===== src/twqs_ram.sv =====
// ----------------------------------------------------------------------------
// twqs_ram
// Generic single-write, single-read RAM with a registered read port.
// ----------------------------------------------------------------------------
module twqs_ram #(
  parameter int unsigned WIDTH  = 64,
  parameter int unsigned DEPTH  = 64,
  parameter int unsigned ADDR_W = $clog2(DEPTH)
) (
  input  logic              clk_i,
  input  logic              we_i,
  input  logic [ADDR_W-1:0] waddr_i,
  input  logic [WIDTH-1:0]  wdata_i,
  input  logic [ADDR_W-1:0] raddr_i,
  output logic [WIDTH-1:0]  rdata_o
);

  logic [WIDTH-1:0] mem_q [DEPTH];

  always_ff @(posedge clk_i) begin
    if (we_i) begin
      mem_q[waddr_i] <= wdata_i;
    end
    rdata_o <= mem_q[raddr_i];
  end

endmodule

===== config.mk =====
export PLATFORM = sky130hd
export DESIGN_NAME = twqs_ram
export DESIGN_NICKNAME = d
export VERILOG_FILES = /design/src/twqs_ram.sv
export SDC_FILE = /design/constraint.sdc
export NUM_CORES = 2
export LEC_CHECK = 0
export BUFFER_PORTS_ARGS = -buffer_cell sky130_fd_sc_hd__buf_2
export CAP_MARGIN = 15
export CORE_MARGIN = 1.5
export CORE_UTILIZATION = 55
export CTS_BUF_LIST = sky130_fd_sc_hd__clkbuf_4
export CTS_CLUSTER_DIAMETER = 80
export DETAILED_ROUTE_END_ITERATION = 6
export GPL_TIMING_DRIVEN = 0
export PLACE_DENSITY = 0.71
export RECOVER_POWER = 100
export SLEW_MARGIN = 20
export SYNTH_ARGS = -nofsm -noshare
export SYNTH_HDL_FRONTEND = slang
export SYNTH_SLANG_ARGS = --single-unit

===== constraint.sdc =====
create_clock -name clk_i -period 8.4 [get_ports clk_i]
set_clock_uncertainty 0.15 [all_clocks]
set_input_delay 0.42 -clock clk_i [delete_from_list [all_inputs] [get_ports clk_i]]
set_output_delay 0.42 -clock clk_i [all_outputs]
set_load 0.03 [all_outputs]

==> run_results.csv <==
group,metric,value,unit
synth,async_flop_share,0,
grt,grt_pass1_wl,590,mm
worst_setup_path,cp_max_fo,10,
synth,synthesis.nets,6676,
power_and_ir_drop,powerDensity,233,nW/um2
clocking,htree_levels,6,
synth,yosysSeqAreaShare,0.795,
worst_setup_path,crit_top_cell,"clkbuf_1",
routing,first_iter_violations,11500,
timing,max-slew-margin-rel,-1.31,
timing,rsz0062_at_grt,"false",
timing,fin_crit_sh,0.755,
synth,synth.area.top_cells,"edfxtp_1, mux4_2, mux2i_1, dfxtp_1, a22oi_1",
clocking,cts.sinks,4160,
floorplan,core-area,283000,um2
synth,synth_top_area_cell,"edfxtp_1",
worst_setup_path,required,9.51,ns
power_and_ir_drop,p_leak,55.9,nW
grt,grt.total_usage,0.295,
routing,post_drt_wl_per_cell,33.5,um
worst_setup_path,max_stage_delay,1.08,ns
grt,gr-total-overflow,0,
worst_setup_path,end_kind,"flip-flop",
worst_setup_path,critPathKind,"input pin to flip-flop",
timing,fmax,158,MHz
worst_setup_path,crit_slowest_cell,"clkbuf_1",
place,numPlacedInstances,10700,
timing,tns,0,ns
place,portBuffers,133,
synth,synth_cell_types,33,
timing,finalHoldViolCount,0,
worst_setup_path,cp-start-kind,"input pin",
synth,synth_area,156000,um2
routing,drcViolationCount,0,
clocking,postCtsSetupBuffers,0,
synth,syn_avg_cell_area,23.7,um2
synth,synthCells,6598,
clocking,cts-root-buf,"clkbuf_4",
outcome,violations,"max-capacitance violations, max-slew violations",
clocking,clkTransAtPathRegs,0.07,ns
synth,synth_edf_count,4096,
worst_setup_path,path_buf_inv,6,
floorplan,die_w,536,um
place,pre_cts_ws,3.64,ns
synth,ys.flop_type,"edfxtp_1",
synth,netlist.area_leader.share,0.787,
job,maxCapViolations,187,
synth,synth_most_common_cell,"edfxtp_1",
grt,antenna_found_initial,42,
floorplan,initial_core_util,0.553,
finish,nets,8166,
place,place.gp.congestion,0.852,
worst_setup_path,arrival,7.45,ns
synth,yosys_warnings,0,
routing,drt-total-wl,422,mm
place,dp_hpwl,277,mm
worst_setup_path,cp_cell_sequence,"dlygate4sd3_1 > clkbuf_1 > clkbuf_1 > clkbuf_1 > clkbuf_1 > clkbuf_1 > mux2i_1 > o22ai_1 > a41oi_1 > a211oi_1",
floorplan,dieArea,287000,um2
finish,final_cells,12600,
clocking,clock_latency,1.49,ns
floorplan,die_height,536,um
clocking,cts_resized,0,
grt,grt_max_degree,65,
routing,num_vias,80900,
timing,fin_ws,2.06,ns
synth,ys_seq_elements,4160,
clocking,clockBufferDepth,4,
timing,final_max_slew_viol_count,6052,
timing,period_minus_slack,6.34,ns
routing,first_pass_iters,6,
clocking,numCtsBuffers,961,
timing,tightest_slew,3.47,ns
finish,drive_above_1_share,0.310,
clocking,cts_tree,"done",
routing,avgViaCountPerCell,6.42,
finish,area_delta_synth_final,12.7,%
power_and_ir_drop,vdd_drop_max,0.000179,V
floorplan,rows,195,
power_and_ir_drop,power.total,0.0410,W
floorplan,io_pins,142,
grt,grt_pass1_vias,82300,
clocking,postCtsHoldBufs,107,
worst_hold_path,hold_class,"input pin to flip-flop",
routing,ant_nets,0,
synth,synthTopCellsByCount,"edfxtp_1, mux4_2, buf_2",
outcome,status,"finished, violations left",
worst_setup_path,cpLargestDelayFamily,"buffers and inverters",
timing,final-setup-viol-count,0,
==> cells by family after synthesis <==
family | count (synthesis) | synth area share
AND/OR/NAND/NOR | 386 | 0.0124
buffers and inverters | 389 | 0.0118
multiplexers | 1159 | 0.156
AO/OA/AOI/OAI | 504 | 0.0248
flip-flops | 4160 | 0.795
==> cell type report <==
| type | instances | area, um2 |
|---|---|---|
| Tap cell | 3743 | 4680 |
| Sequential cell | 4160 | 124000 |
| Inverter | 19 | 71.3 |
| Multi-Input combinational cell | 2049 | 30300 |
| Buffer | 370 | 1760 |
| Antenna cell | 25 | 62.6 |
| Clock buffer | 1383 | 10400 |
| Timing Repair Buffer | 527 | 3070 |
| Clock inverter | 329 | 1620 |
| Fill cell | 19200 | 106000 |
==> power by group <==
group	total, W	internal [W]	leakage, nW	switching [W]
clock	0.0156	0.00779	7.13	0.00781
combinational	0.00232	0.000747	11.4	0.00157
sequential	0.0231	0.0230	37.4	0.0000459
==> registers in the layout (all words and copies together) (netlist names) <==
register,cells
mem_q,4096
rdata_o,64
==> worst min-delay path: stages <==
cell	delay, ns
dlygate4sd3_1	0.53
clkbuf_1	0.20
nand2_1	0.30
nor2_1	0.15
==> through the flow <==
| step | instance area (um2) | utilization | hold WS, ns |
|---|---|---|---|
| after CTS | 181000 | 0.640 | 0.000712 |
| after global routing | 176000 | 0.623 | 0.203 |
| final | 176000 | 0.624 | 0.205 |
| after detailed placement | 167000 | 0.593 | 0.703 |
| after floorplan | 156000 | - | 0.369 |
| after global placement | 162000 | 0.572 | 0.707 |
==> worst paths after layout <==
check / slack [ns] / endpoint / start / depth (start not counted)
min: 0.21 / mem_q[11][61] / waddr_i[3] / 4
min reg2reg: 0.76 / rdata_o[18] / mem_q[36][18] / 4
max: 2.06 / rdata_o[59] / raddr_i[2] / 10
max reg2reg: 5.36 / rdata_o[37] / mem_q[52][37] / 5
==> cells in the final DEF, fill, tap and decap left out, types with 24 or more instances in the layout <==
cell / instances
edfxtp_1: 4096
clkbuf_4: 1383
mux4_2: 1024
clkbuf_1: 520
clkinv_1: 256
buf_2: 170
a22oi_1: 168
mux2i_1: 135
dlygate4sd3_1: 134
nor2_1: 109
a22o_1: 88
o22ai_1: 83
and3_1: 64
dfxtp_1: 64
a211oi_1: 63
nand2_1: 58
nand3_1: 45
o221ai_1: 38
buf_4: 30
or3_1: 29
or2_2: 28
nor2b_1: 28
diode_2: 25
a41oi_1: 24
clkinv_2: 24
==> metal layers <==
metal / share of wire / up-vias / routed length [um] / track usage
li1: - / 32200 / - / -
met1: 0.35 / 41900 / 149000 / 0.396
met2: 0.47 / 5844 / 200000 / 0.461
met3: 0.13 / 915 / 54700 / 0.0775
met4: 0.045 / 16 / 19100 / 0.128
met5: 0.00025 / - / 104 / 0
(Power assumes the default switching activity.)
